[src/tlvrl_pkg.sv]
// Shared types and constants for the TLV record lookup block.
// Depends on nothing; every other file of the block imports it.
package tlvrl_pkg;

  localparam int DEF_MAX_BUFFER_BYTES = 4096;
  localparam int HDR_BYTES = 3;

  localparam int LEN_W = 13;
  localparam int REC_W = 16;
  localparam int CAP_W = 17;
  localparam int WORD_W = 32;

  localparam logic [CAP_W-1:0] CAP_RESET = 17'd256;

  localparam logic [2:0] PH_IDLE = 3'd0;
  localparam logic [2:0] PH_TYPE = 3'd1;
  localparam logic [2:0] PH_LEN_HI = 3'd2;
  localparam logic [2:0] PH_LEN_LO = 3'd3;
  localparam logic [2:0] PH_SKIP = 3'd4;
  localparam logic [2:0] PH_WORD = 3'd5;
  localparam logic [2:0] PH_STRING = 3'd6;

  localparam logic [2:0] ST_WORD = 3'd0;
  localparam logic [2:0] ST_BYTE = 3'd1;
  localparam logic [2:0] ST_DONE = 3'd2;
  localparam logic [2:0] ST_NOT_FOUND = 3'd3;
  localparam logic [2:0] ST_MALFORMED = 3'd4;
  localparam logic [2:0] ST_BAD_LENGTH = 3'd5;

  typedef struct packed {
    logic [2:0]        phase;
    logic [LEN_W-1:0]  pos;
    logic [LEN_W-1:0]  total;
    logic [7:0]        wanted;
    logic              smode;
    logic              matched;
    logic [REC_W-1:0]  rlen;
    logic [REC_W-1:0]  left;
    logic [WORD_W-1:0] acc;
  } scan_state_t;

  typedef struct packed {
    logic              kind;
    logic [7:0]        byte_value;
    logic [LEN_W-1:0]  buffer_length;
    logic [7:0]        search_type;
    logic              value_mode;
  } req_t;

  typedef struct packed {
    logic [2:0]        status;
    logic [WORD_W-1:0] value;
    logic              last;
  } result_t;

endpackage

[src/tlvrl_in_if.sv]
// Request channel of the TLV record lookup block: valid/ready plus fields.
// Depends on tlvrl_pkg for field widths.
interface tlvrl_in_if;
  import tlvrl_pkg::*;

  logic             valid;
  logic             ready;
  logic             kind;
  logic [7:0]       byte_value;
  logic [LEN_W-1:0] buffer_length;
  logic [7:0]       search_type;
  logic             value_mode;

  modport source (output valid, kind, byte_value, buffer_length, search_type, value_mode,
                  input ready);
  modport sink (input valid, kind, byte_value, buffer_length, search_type, value_mode,
                output ready);
endinterface

[src/tlvrl_out_if.sv]
// Result channel of the TLV record lookup block: valid/ready plus fields.
// Depends on tlvrl_pkg for field widths.
interface tlvrl_out_if;
  import tlvrl_pkg::*;

  logic              valid;
  logic              ready;
  logic [2:0]        status;
  logic [WORD_W-1:0] value;
  logic              last;

  modport source (output valid, status, value, last, input ready);
  modport sink (input valid, status, value, last, output ready);
endinterface

[src/tlv_record_lookup_core.sv]
// Top level of the TLV record lookup block: state and result registers.
// Depends on tlvrl_pkg, tlvrl_in_if, tlvrl_out_if and tlvrl_step.
//
//   channel   direction  handshake            contents
//   in_chan   sink       valid/ready          start request or one buffer byte
//   out_chan  source     valid/ready          status, value, last
//   cfg       write      cfg_we               string_capacity (17 bits)
//
// One request is taken per cycle while in_chan.ready is high; its result, if any,
// appears in the output register on the following cycle. Each request passes through
// one level of counter and compare logic, which sets that rate. in_chan.ready is low
// only while a result waits and out_chan.ready is low. Reset is synchronous and
// returns the scanner to idle with a string capacity of 256.
module tlv_record_lookup_core #(
  parameter int MAX_BUFFER_BYTES = tlvrl_pkg::DEF_MAX_BUFFER_BYTES
) (
  input  logic                        clk,
  input  logic                        rst_n,
  tlvrl_in_if.sink                    in_chan,
  tlvrl_out_if.source                 out_chan,
  input  logic                        cfg_we,
  input  logic [tlvrl_pkg::CAP_W-1:0] cfg_wdata
);
  import tlvrl_pkg::*;

  scan_state_t      state_r;
  scan_state_t      state_nxt;
  logic [CAP_W-1:0] cap_r;
  req_t             req;
  logic             res_valid;
  result_t          res;
  logic             out_valid_r;
  result_t          out_r;
  logic             accept;

  assign req = '{kind:          in_chan.kind,
                 byte_value:    in_chan.byte_value,
                 buffer_length: in_chan.buffer_length,
                 search_type:   in_chan.search_type,
                 value_mode:    in_chan.value_mode};

  assign in_chan.ready = !out_valid_r || out_chan.ready;
  assign accept = in_chan.valid && in_chan.ready;

  tlvrl_step #(
    .MAX_BUFFER_BYTES(MAX_BUFFER_BYTES)
  ) u_step (
    .st(state_r),
    .req(req),
    .cap(cap_r),
    .nxt(state_nxt),
    .res_valid(res_valid),
    .res(res)
  );

  always_ff @(posedge clk) begin
    if (!rst_n) begin
      state_r <= '0;
      cap_r <= CAP_RESET;
      out_valid_r <= 1'b0;
    end else begin
      if (cfg_we) begin
        cap_r <= cfg_wdata;
      end
      if (accept) begin
        state_r <= state_nxt;
        out_valid_r <= res_valid;
      end else if (out_chan.ready) begin
        out_valid_r <= 1'b0;
      end
    end
  end

  always_ff @(posedge clk) begin
    if (accept && res_valid) begin
      out_r <= res;
    end
  end

  assign out_chan.valid = out_valid_r;
  assign out_chan.status = out_r.status;
  assign out_chan.value = out_r.value;
  assign out_chan.last = out_r.last;

endmodule

[src/tlvrl_step.sv]
// Next-state and result logic for one request of the TLV record scanner.
// Depends on tlvrl_pkg for the state, request and result types.
module tlvrl_step #(
  parameter int MAX_BUFFER_BYTES = tlvrl_pkg::DEF_MAX_BUFFER_BYTES
) (
  input  tlvrl_pkg::scan_state_t             st,
  input  tlvrl_pkg::req_t                    req,
  input  logic [tlvrl_pkg::CAP_W-1:0]        cap,
  output tlvrl_pkg::scan_state_t             nxt,
  output logic                               res_valid,
  output tlvrl_pkg::result_t                 res
);
  import tlvrl_pkg::*;

  localparam logic [CAP_W-1:0] MAX_LEN = CAP_W'(MAX_BUFFER_BYTES);

  logic [LEN_W-1:0] len_sat;
  logic [LEN_W-1:0] pos_inc;
  logic [LEN_W-1:0] bnd_pos;
  logic [LEN_W-1:0] bnd_total;
  logic             bnd_nf;
  logic             bnd_mal;
  logic [REC_W-1:0] rlen_new;
  logic [REC_W-1:0] left_dec;
  logic [WORD_W-1:0] acc_new;
  logic             overrun;
  logic             too_long;

  assign len_sat = ({4'b0, req.buffer_length} > MAX_LEN) ? MAX_LEN[LEN_W-1:0]
                                                           : req.buffer_length;
  assign pos_inc = st.pos + 1'b1;
  assign bnd_pos = req.kind ? pos_inc : '0;
  assign bnd_total = req.kind ? st.total : len_sat;
  assign bnd_nf = bnd_pos >= bnd_total;
  assign bnd_mal = ({1'b0, bnd_pos} + (LEN_W+1)'(HDR_BYTES)) > {1'b0, bnd_total};
  assign rlen_new = {st.rlen[15:8], req.byte_value};
  assign left_dec = st.left - 1'b1;
  assign acc_new = {st.acc[23:0], req.byte_value};
  assign overrun = ({4'b0, pos_inc} + {1'b0, rlen_new}) > {4'b0, st.total};
  assign too_long = ({1'b0, rlen_new} + 1'b1) > cap;

  always_comb begin
    nxt = st;
    res_valid = 1'b0;
    res = '0;
    if (!req.kind) begin
      nxt.total = len_sat;
      nxt.wanted = req.search_type;
      nxt.smode = req.value_mode;
      nxt.pos = '0;
      nxt.matched = 1'b0;
      nxt.rlen = '0;
      nxt.left = '0;
      nxt.acc = '0;
      nxt.phase = PH_TYPE;
      if (bnd_nf) begin
        res_valid = 1'b1;
        res.status = ST_NOT_FOUND;
      end else if (bnd_mal) begin
        res_valid = 1'b1;
        res.status = ST_MALFORMED;
      end
    end else if (st.phase != PH_IDLE) begin
      nxt.pos = pos_inc;
      case (st.phase)
        PH_TYPE: begin
          nxt.matched = (req.byte_value == st.wanted);
          nxt.phase = PH_LEN_HI;
        end
        PH_LEN_HI: begin
          nxt.rlen = {req.byte_value, 8'h00};
          nxt.phase = PH_LEN_LO;
        end
        PH_LEN_LO: begin
          nxt.rlen = rlen_new;
          if (overrun) begin
            res_valid = 1'b1;
            res.status = ST_MALFORMED;
          end else if (!st.matched) begin
            if (rlen_new == '0) begin
              nxt.phase = PH_TYPE;
              if (bnd_nf) begin
                res_valid = 1'b1;
                res.status = ST_NOT_FOUND;
              end else if (bnd_mal) begin
                res_valid = 1'b1;
                res.status = ST_MALFORMED;
              end
            end else begin
              nxt.left = rlen_new;
              nxt.phase = PH_SKIP;
            end
          end else if (!st.smode) begin
            if (rlen_new != REC_W'(4)) begin
              res_valid = 1'b1;
              res.status = ST_BAD_LENGTH;
            end else begin
              nxt.left = REC_W'(4);
              nxt.acc = '0;
              nxt.phase = PH_WORD;
            end
          end else if (too_long) begin
            res_valid = 1'b1;
            res.status = ST_BAD_LENGTH;
          end else if (rlen_new == '0) begin
            res_valid = 1'b1;
            res.status = ST_DONE;
          end else begin
            nxt.left = rlen_new;
            nxt.phase = PH_STRING;
          end
        end
        PH_SKIP: begin
          nxt.left = left_dec;
          if (left_dec == '0) begin
            nxt.phase = PH_TYPE;
            if (bnd_nf) begin
              res_valid = 1'b1;
              res.status = ST_NOT_FOUND;
            end else if (bnd_mal) begin
              res_valid = 1'b1;
              res.status = ST_MALFORMED;
            end
          end
        end
        PH_WORD: begin
          nxt.acc = acc_new;
          nxt.left = left_dec;
          if (left_dec == '0) begin
            res_valid = 1'b1;
            res.status = ST_WORD;
            res.value = acc_new;
          end
        end
        PH_STRING: begin
          nxt.left = left_dec;
          res_valid = 1'b1;
          res.status = ST_BYTE;
          res.value = {24'b0, req.byte_value};
        end
        default: begin
          nxt.phase = PH_IDLE;
        end
      endcase
    end
    // Every result ends the search except a string byte that is not the last one.
    res.last = res_valid && !(res.status == ST_BYTE && left_dec != '0);
    if (res.last) begin
      nxt.phase = PH_IDLE;
    end
  end

endmodule

[src/flat_wrapper.sv]
// flat-port wrapper written by rule: the top's interface ports become plain ports
module tlv_record_lookup_core_flat import tlvrl_pkg::*;
#(
  parameter int MAX_BUFFER_BYTES = tlvrl_pkg::DEF_MAX_BUFFER_BYTES
)
  (clk, rst_n, cfg_we, cfg_wdata, in_chan_valid, in_chan_kind, in_chan_byte_value, in_chan_buffer_length, in_chan_search_type, in_chan_value_mode, in_chan_ready, out_chan_valid, out_chan_status, out_chan_value, out_chan_last, out_chan_ready);
  tlvrl_in_if in_chan_i ();
  tlvrl_out_if out_chan_i ();
  input  logic clk;
  input  logic rst_n;
  input  logic cfg_we;
  input  logic [tlvrl_pkg::CAP_W-1:0] cfg_wdata;
  input wire logic [$bits(in_chan_i.valid)-1:0] in_chan_valid;
  input wire logic [$bits(in_chan_i.kind)-1:0] in_chan_kind;
  input wire logic [$bits(in_chan_i.byte_value)-1:0] in_chan_byte_value;
  input wire logic [$bits(in_chan_i.buffer_length)-1:0] in_chan_buffer_length;
  input wire logic [$bits(in_chan_i.search_type)-1:0] in_chan_search_type;
  input wire logic [$bits(in_chan_i.value_mode)-1:0] in_chan_value_mode;
  output wire logic [$bits(in_chan_i.ready)-1:0] in_chan_ready;
  output wire logic [$bits(out_chan_i.valid)-1:0] out_chan_valid;
  output wire logic [$bits(out_chan_i.status)-1:0] out_chan_status;
  output wire logic [$bits(out_chan_i.value)-1:0] out_chan_value;
  output wire logic [$bits(out_chan_i.last)-1:0] out_chan_last;
  input wire logic [$bits(out_chan_i.ready)-1:0] out_chan_ready;
  assign in_chan_i.valid = in_chan_valid;
  assign in_chan_i.kind = in_chan_kind;
  assign in_chan_i.byte_value = in_chan_byte_value;
  assign in_chan_i.buffer_length = in_chan_buffer_length;
  assign in_chan_i.search_type = in_chan_search_type;
  assign in_chan_i.value_mode = in_chan_value_mode;
  assign in_chan_ready = in_chan_i.ready;
  assign out_chan_valid = out_chan_i.valid;
  assign out_chan_status = out_chan_i.status;
  assign out_chan_value = out_chan_i.value;
  assign out_chan_last = out_chan_i.last;
  assign out_chan_i.ready = out_chan_ready;
  tlv_record_lookup_core #(.MAX_BUFFER_BYTES(MAX_BUFFER_BYTES)) u_core (.clk(clk), .rst_n(rst_n), .in_chan(in_chan_i), .out_chan(out_chan_i), .cfg_we(cfg_we), .cfg_wdata(cfg_wdata));
endmodule
[config.mk]
export PLATFORM = sky130hd
export DESIGN_NAME = tlv_record_lookup_core_flat
export DESIGN_NICKNAME = d
export VERILOG_FILES = /design/src/tlvrl_pkg.sv /design/src/tlvrl_in_if.sv /design/src/tlvrl_out_if.sv /design/src/tlv_record_lookup_core.sv /design/src/tlvrl_step.sv /design/src/flat_wrapper.sv
export SDC_FILE = /design/constraint.sdc
export NUM_CORES = 1
export LEC_CHECK = 0
export BUFFER_PORTS_ARGS = -buffer_cell sky130_fd_sc_hd__buf_2
export CAP_MARGIN = 0
export CELL_PAD_IN_SITES_DETAIL_PLACEMENT = 1
export CELL_PAD_IN_SITES_GLOBAL_PLACEMENT = 2
export CORE_MARGIN = 2
export CORE_UTILIZATION = 36
export DETAILED_ROUTE_END_ITERATION = 10
export PLACE_DENSITY_LB_ADDON = 0.3
export SETUP_SLACK_MARGIN = 0.1
export SLEW_MARGIN = 25
export SYNTH_ARGS = -nofsm -noshare
export SYNTH_HDL_FRONTEND = slang
export SYNTH_SLANG_ARGS = --single-unit
[constraint.sdc]
create_clock -name clk -period 5.6 [get_ports clk]
set_input_delay 0.56 -clock clk [delete_from_list [all_inputs] [get_ports clk]]
set_output_delay 0.56 -clock clk [all_outputs]
set_load 0.005 [all_outputs]
After elaboration in Yosys (flattened, before gate mapping)
Index checks and enable logic that the tools add are counted.
W data, S select, Z words.
{"block": "classes", "order_cmp": 5, "addsub": 5, "eq_ne": 28, "n_shift": 0, "reduce_logical": 22, "mul": 0, "bitwise_logic": 1, "mux": 60, "div": 0}
{"cell": "$mux W65", "n": 2}
{"cell": "$pmux W32 S2", "n": 2}
{"cell": "$mux W16", "n": 6}
{"cell": "$mux W32", "n": 3}
{"cell": "$mux W48", "n": 2}
{"cell": "$pmux W16 S2", "n": 2}
{"cell": "$mux W3", "n": 19}
{"cell": "$mux W13", "n": 3}
{"cell": "$mux W35", "n": 1}
{"cell": "$logic_not A16 Y1", "n": 2}
{"cell": "$add A13 B16 Y17", "n": 1}
{"cell": "$add A16 B1 Y17 const B", "n": 1}
{"cell": "$gt A17 B13 Y1", "n": 1}
{"cell": "$gt A17 B17 Y1", "n": 1}
{"cell": "$mux W1", "n": 16}
{"cell": "$ne A16 B3 Y1 const B", "n": 1}
{"cell": "$reduce_bool A16 Y1", "n": 1}
{"cell": "$sub A16 B1 Y16 const B", "n": 1}
{"cell": "$pmux W3 S5", "n": 1}
{"cell": "$add A13 B2 Y14 const B", "n": 1}
{"cell": "$gt A14 B13 Y1", "n": 1}
{"cell": "$add A13 B1 Y13 const B", "n": 1}
{"cell": "$ge A13 B13 Y1", "n": 1}
{"cell": "$gt A13 B13 Y1 const B", "n": 1}
{"cell": "31 further kinds", "n": 50}
{"block": "word_totals", "mem_count": 0, "mem_bits_ro": 0, "ff_bits": 141, "latchBits": 0, "ram_bits": 0, "word_cells": 135}

Longest topological paths before layout
{"block": "depth", "depth_word": 18, "ltp_mapped": 23}

Modules after synthesis
A second synthesis with hierarchy kept.
{"block": "hier_totals", "cells_unflattened": 1463, "area_unflattened_um2": 11720.0}
{"module": "tlvrl_step", "cells_each": 919, "n_inst": 1, "area_each_um2": 5878.1, "seq_area_each_um2": 0.0}
{"module": "tlv_record_lookup_core", "cells_each": 544, "n_inst": 1, "area_each_um2": 5841.9, "seq_area_each_um2": 3503.4}

Worst setup path before layout
Ideal clock, no wire load.
{"block": "synth_timing", "path_type": "reg-to-reg", "startpoint": "register u_core.state_r[87] (netlist bit)", "endpoint": "register u_core.state_r[102] (netlist bit)", "stages_incl_launch_ff": 23, "slack_ns": 0.444, "arrival_time_ns": 5.023, "n_path_buf": 1, "period_less_slack_ns": 5.156, "setup_ns": 0.133, "path_cell_list": "dfxtp_1 ha_1 clkbuf_1 nand3_1 xnor2_1 ha_1 o21ai_0 o2bb2ai_1 a31oi_1 a21o_1 a21oi_1 o21ai_0 xor2_1 ha_1 and4_1 nand2_1 nor3_1 a211oi_1 a211oi_1 a21oi_1 o31a_1 a2bb2oi_2 o22ai_1"}
{"block": "synth_between", "elab_chain_cells": 18, "word_cells_on_any_way": 38, "classes_between": "3 x add/sub; 3 x order compare; 8 x eq/ne; 20 x mux; 4 x reduce/logical"}
{"item": "from (decl)", "line": "tlv_record_lookup_core.sv:26", "source": "scan_state_t state_r;"}
{"item": "from (signal assigned)", "line": "tlv_record_lookup_core.sv:66", "source": "state_r <= state_nxt;"}
{"item": "$add A13 B1 Y13 *", "line": "tlvrl_step.sv:31", "source": "assign pos_inc = st.pos + 1'b1;"}
{"item": "$mux W13", "line": "tlvrl_step.sv:32", "source": "assign bnd_pos = req.kind ? pos_inc : '0;"}
{"item": "$add A13 B2 Y14", "line": "tlvrl_step.sv:35", "source": "assign bnd_mal = ({1'b0, bnd_pos} + (LEN_W+1)'(HDR_BYTES)) > {1'b0, bnd_total};"}
{"item": "$gt A14 B13 Y1", "line": "tlvrl_step.sv:35"}
{"item": "$mux W3", "line": "tlvrl_step.sv:59, tlvrl_step.sv:85, tlvrl_step.sv:120"}
{"item": "$mux W3", "line": "tlvrl_step.sv:56", "source": "if (bnd_nf) begin"}
{"item": "$mux W3", "line": "tlvrl_step.sv:80", "source": "if (rlen_new == '0) begin"}
{"item": "$mux W3", "line": "tlvrl_step.sv:79", "source": "end else if (!st.matched) begin"}
{"item": "[2 not listed]"}
{"item": "$mux W35", "line": "tlvrl_step.sv:63", "source": "end else if (st.phase != PH_IDLE) begin"}
{"item": "$mux W3", "line": "tlvrl_step.sv:46", "source": "if (!req.kind) begin"}
{"item": "$eq A3 B1 Y1", "line": "tlvrl_step.sv:147", "source": "res.last = res_valid && !(res.status == ST_BYTE && left_dec != '0);"}
{"item": "$logic_and A1 B1 Y1", "line": "tlvrl_step.sv:147"}
{"item": "$logic_not A1 Y1", "line": "tlvrl_step.sv:147"}
{"item": "$logic_and A1 B1 Y1", "line": "tlvrl_step.sv:147"}
{"item": "$ne A6 B5 Y1 (no line) (tied with other cells)"}
{"item": "$reduce_and A8 Y1 (no line)"}
Mark *: on every way between the ends. The rest lies on a longest branch, timed or not.
A chain may end at the register's enable or synchronous reset.

Worst setup path in the final report
{"block": "layout_timing", "startpoint": "register u_core.state_r[87] (netlist bit)", "endpoint": "register u_core.state_r[38] (netlist bit)"}
{"block": "layout_between", "elab_chain_cells": 5}
{"item": "$add A13 B1 Y13", "line": "tlvrl_step.sv:31"}
{"item": "$add A13 B16 Y17", "line": "tlvrl_step.sv:39", "source": "assign overrun = ({4'b0, pos_inc} + {1'b0, rlen_new}) > {4'b0, st.total};"}
{"item": "$gt A17 B13 Y1", "line": "tlvrl_step.sv:39"}
{"item": "$ne A3 B3 Y1 (no line)"}
{"item": "$reduce_and A6 Y1 (no line)"}
No other way between the ends.

==> flow_summary_export.csv <==
group,metric,value,unit
power,internal-power,1823,uW
cells_and_area,final_common_cell,"a21oi_1",
global_route,grtUsageTotal,0.2201,
setup_path,startpoint,"u_core.state_r[87]$_SDFFE_PN0P_",
power,clkPwrFrac,0.444,
timing,finClkSkew,0.01205,ns
logic_synthesis,async_reset_ff_frac,0,
clocking,cts_sinks,141,
global_route,antenna_found_initial,0,
timing,tns,0,ns
logic_synthesis,syn_avg_cell_area,8.178,um^2
timing,hold_violations,0,
cells_and_area,final_cell_mix,"a21oi_1 (123), nand2_1 (118), dfxtp_1 (105)",
timing,setup_violations,0,
setup_path,cp_top_family,"compound AO/OA/AOI/OAI gates",
global_route,globalRouteOverflowTotal,0,
detailed_routing,firstDrtPassIters,5,
logic_synthesis,synth_top_area_frac,0.2199,
logic_synthesis,synth_flop_cell,"dfxtp_1",
clocking,clockBufferDepth,2,
setup_path,r2r_end,"u_core.state_r[38]$_SDFFE_PN0P_",
setup_path,rr_worst_depth,21,
timing,max_freq,193.5,MHz
floorplan,die_y,167.0,um
logic_synthesis,yosys.area.top_type,"dfxtp_1",
clocking,htreeDepth,4,
hold_path,whs_path_depth,3,
timing,worstMarginPinSlew,0.9620,ns
global_route,grt_pass1_wl,48.79,mm
floorplan,ios,91,
setup_path,cp-end-kind,"flip-flop",
floorplan,die_w,167.0,um
power,p_sw_frac,0.3107,
detailed_routing,wire_per_inst,19.62,um
logic_synthesis,synthesis.nets,1303,
hold_path,hp-class,"in2reg",
floorplan,num_rows,59,
setup_path,slowest_delay,0.44,ns
cells_and_area,area_growth,14.93,%
setup_path,worst_path_most_repeated_cell,"a211oi_1",
cells_and_area,n_fill_cell,3128,
status,status,"finished clean",
timing,min_period,5.167,ns
power,power_switching,821.8,uW
setup_path,cp.required,5.92,ns
hold_path,hold_start,"cfg_wdata[11]",
cells_and_area,drive_above_1_share,0.1341,
logic_synthesis,ys_seq_elements,141,
logic_synthesis,synth-seq-area-share,0.3329,
clocking,cts_root_buffer,"clkbuf_16",
setup_path,cp_max_fo,20,
clocking,numCtsBuffers,17,
clocking,clkTransAtPathRegs,0.07,ns
setup_path,ff2ff_setup_slack,0.43,ns
setup_path,crit_arrival,5.49,ns
placement,dp_hpwl,23.16,mm
logic_synthesis,yosys_warnings,0,
logic_synthesis,syn_area,0.009560,mm^2
setup_path,r2r_start,"u_core.state_r[87]$_SDFFE_PN0P_",
setup_path,crit_path_cell_trace,"nand2_1, o21a_1, or2_2, ha_1, o21ai_0, o2bb2ai_1, a31oi_1, a21o_1, a21oi_1, o21ai_0, xor2_1, ha_1, a21o_1, a211oi_1, a211oi_1, a211oi_1, buf_4, nand4_1, a31o_4, o31a_1, o21a_1",
power,powerDensity,240.7,mW/mm^2
timing,rsz0062_at_grt,"no",
power,power_frac_comb,0.141,
job,timing.max_cap.violations,0,
detailed_routing,num_vias,8754,
clocking,cts_resized,0,
setup_path,cp-start-kind,"flip-flop",
setup_path,path_buf_inv,1,
clocking,clk_latency,0.43,ns
logic_synthesis,netlist_top_cells_area,"dfxtp_1 (22%), edfxtp_1 (11%), ha_1 (10%)",
hold_path,min_to,"u_core.cap_r[11]$_SDFFE_PN0P_",
cells_and_area,diodes,0,
floorplan,initial_core_util,0.3669,
timing,finalCritPeriodShare,0.9227,
clocking,tritoncts,"done",
floorplan,coreArea,0.02606,mm^2
timing,slew-limit-headroom,0.3587,
setup_path,crit_slowest_cell,"dfxtp_1",
cells_and_area,nets,1366,
power,leakage,0.004533,uW
power,power,2645,uW
global_route,grt_max_degree,64,
logic_synthesis,synth.distinct_cells,74,
setup_path,path_class,"reg2reg",
timing,maxSlewViolCount,0,
logic_synthesis,syn_inst,1169,
placement,io_buffers,90,
detailed_routing,finalWirelength,31.00,mm
placement,gp_congestion,0.8804,
detailed_routing,ant_nets,0,
clocking,hold_buffers,0,
detailed_routing,drt_iter0_drc,483,
detailed_routing,drc,0,
floorplan,dieArea,0.02788,mm^2
power,p_seq_frac,0.415,
power,vdd_ir_drop_max,0.1932,mV
logic_synthesis,synth_edf_count,36,
clocking,cts_setup_buffers,0,
detailed_routing,vias_per_cell,5.541,
global_route,first_global_vias,8853,
## power groups by stage
| stage | registers (uW) | logic [uW] | clock network, uW |
|---|---|---|---|
| 3_3_place_gp | 1120 | 363 | 0 |
| 4_1_cts | 1100 | 375 | 1200 |
| 5_1_grt | 1100 | 415 | 1250 |
| 2_1_floorplan | 1110 | 247 | 0 |
| 3_5_place_dp | 1120 | 372 | 0 |
| 6_report | 1100 | 374 | 1170 |
## worst reg2reg max path, stage by stage (launching register included)
cell and delay (ns):
dfxtp_1 0.44, nand2_1 0.19, o21a_1 0.24, or2_2 0.35, ha_1 0.37, o21ai_0 0.11, o2bb2ai_1 0.13, a31oi_1 0.31
a21o_1 0.18, a21oi_1 0.08, o21ai_0 0.22, xor2_1 0.18, ha_1 0.26, a21o_1 0.19, a211oi_1 0.26, a211oi_1 0.13
a211oi_1 0.22, buf_4 0.17, nand4_1 0.15, a31o_4 0.39, o31a_1 0.34, o21a_1 0.16
## sequential cells by signal, summed over array words and instances, names as in the netlist
| name | count |
|---|---|
| u_core.out_chan.valid | 1 |
| u_core.out_chan.status | 3 |
| u_core.out_chan.value | 32 |
| u_core.state_r | 87 |
| u_core.cap_r | 17 |
| u_core.out_chan.last | 1 |
## worst max path at each step
stage / slack [ns] / end / cells after the start
after floorplan: 0.44 / u_core.state_r[102]$_SDFFE_PN0P_ / 22
final: 0.43 / u_core.state_r[38]$_SDFFE_PN0P_ / 21
after global routing: 0.1 / u_core.state_r[2]$_SDFFE_PN0P_ / 20
after global placement: 0.49 / u_core.state_r[14]$_SDFFE_PN0P_ / 19
after detailed placement: 0.42 / u_core.state_r[38]$_SDFFE_PN0P_ / 20
after CTS: 0.35 / u_core.state_r[38]$_SDFFE_PN0P_ / 20
## through the flow
step                      hold slack (ns)  utilization  cells  worst slack (ns)  instance area [um^2]
after global placement             0.4566       0.3967   1547            0.4851                 10340
after detailed placement           0.4661       0.3967   1547            0.4159                 10340
after floorplan                    0.4428            -   1169            0.4440                  9560
final                              0.3682       0.4217   1580            0.4330                 10990
after global routing               0.3706       0.4217   1580           0.09827                 10990
after CTS                          0.3529       0.4202   1579            0.3498                 10950
## logic make-up (layout without fill, tap and decap cells)
group	Yosys count	count (layout)	synth area share
buffers and inverters	134	210	0.05457
AOI/OAI and AO/OA	262	262	0.1699
and+or+nand+nor	456	456	0.2434
muxes	41	41	0.04293
DFF	141	141	0.3329
adders and majority gates	81	81	0.1068
xor gates and xnor gates	54	54	0.04947
## cell type report
cell class	instances	area (um^2)	share of cell area
multi-input cells	894	5897	0.5367
flip-flops and latches	141	3183	0.2897
well taps	335	419.2	0.03815
inverters	68	256.5	0.02334
repair buffers	110	620.6	0.05648
clock buffers	17	425.4	0.03872
clock inverters	15	186.4	0.01697
## synth_stat cells (10+ instances only)
master,instances
inv_1,68
ha_1,80
nand2_1,118
nand3_1,45
edfxtp_1,36
o31ai_1,10
nand4_1,20
nor2_1,105
nor3_1,21
and2_1,53
o21ai_0,40
nand3b_1,13
nor3b_1,13
clkbuf_1,59
xor2_1,16
xnor2_1,38
a21oi_1,123
a31oi_1,14
a21o_1,13
mux2i_1,41
dfxtp_1,105
## routing by layer
metal	track usage	part of all wire	vias to the layer above	wire length (um)
li1	-	-	4278	-
met1	0.3037	0.48	4277	14820
met2	0.3634	0.46	174	14410
met3	0.03327	0.045	25	1382
met4	0.04948	0.013	0	400
met5	0	0	-	0
No activity file was read; power rests on OpenSTA's default activity.
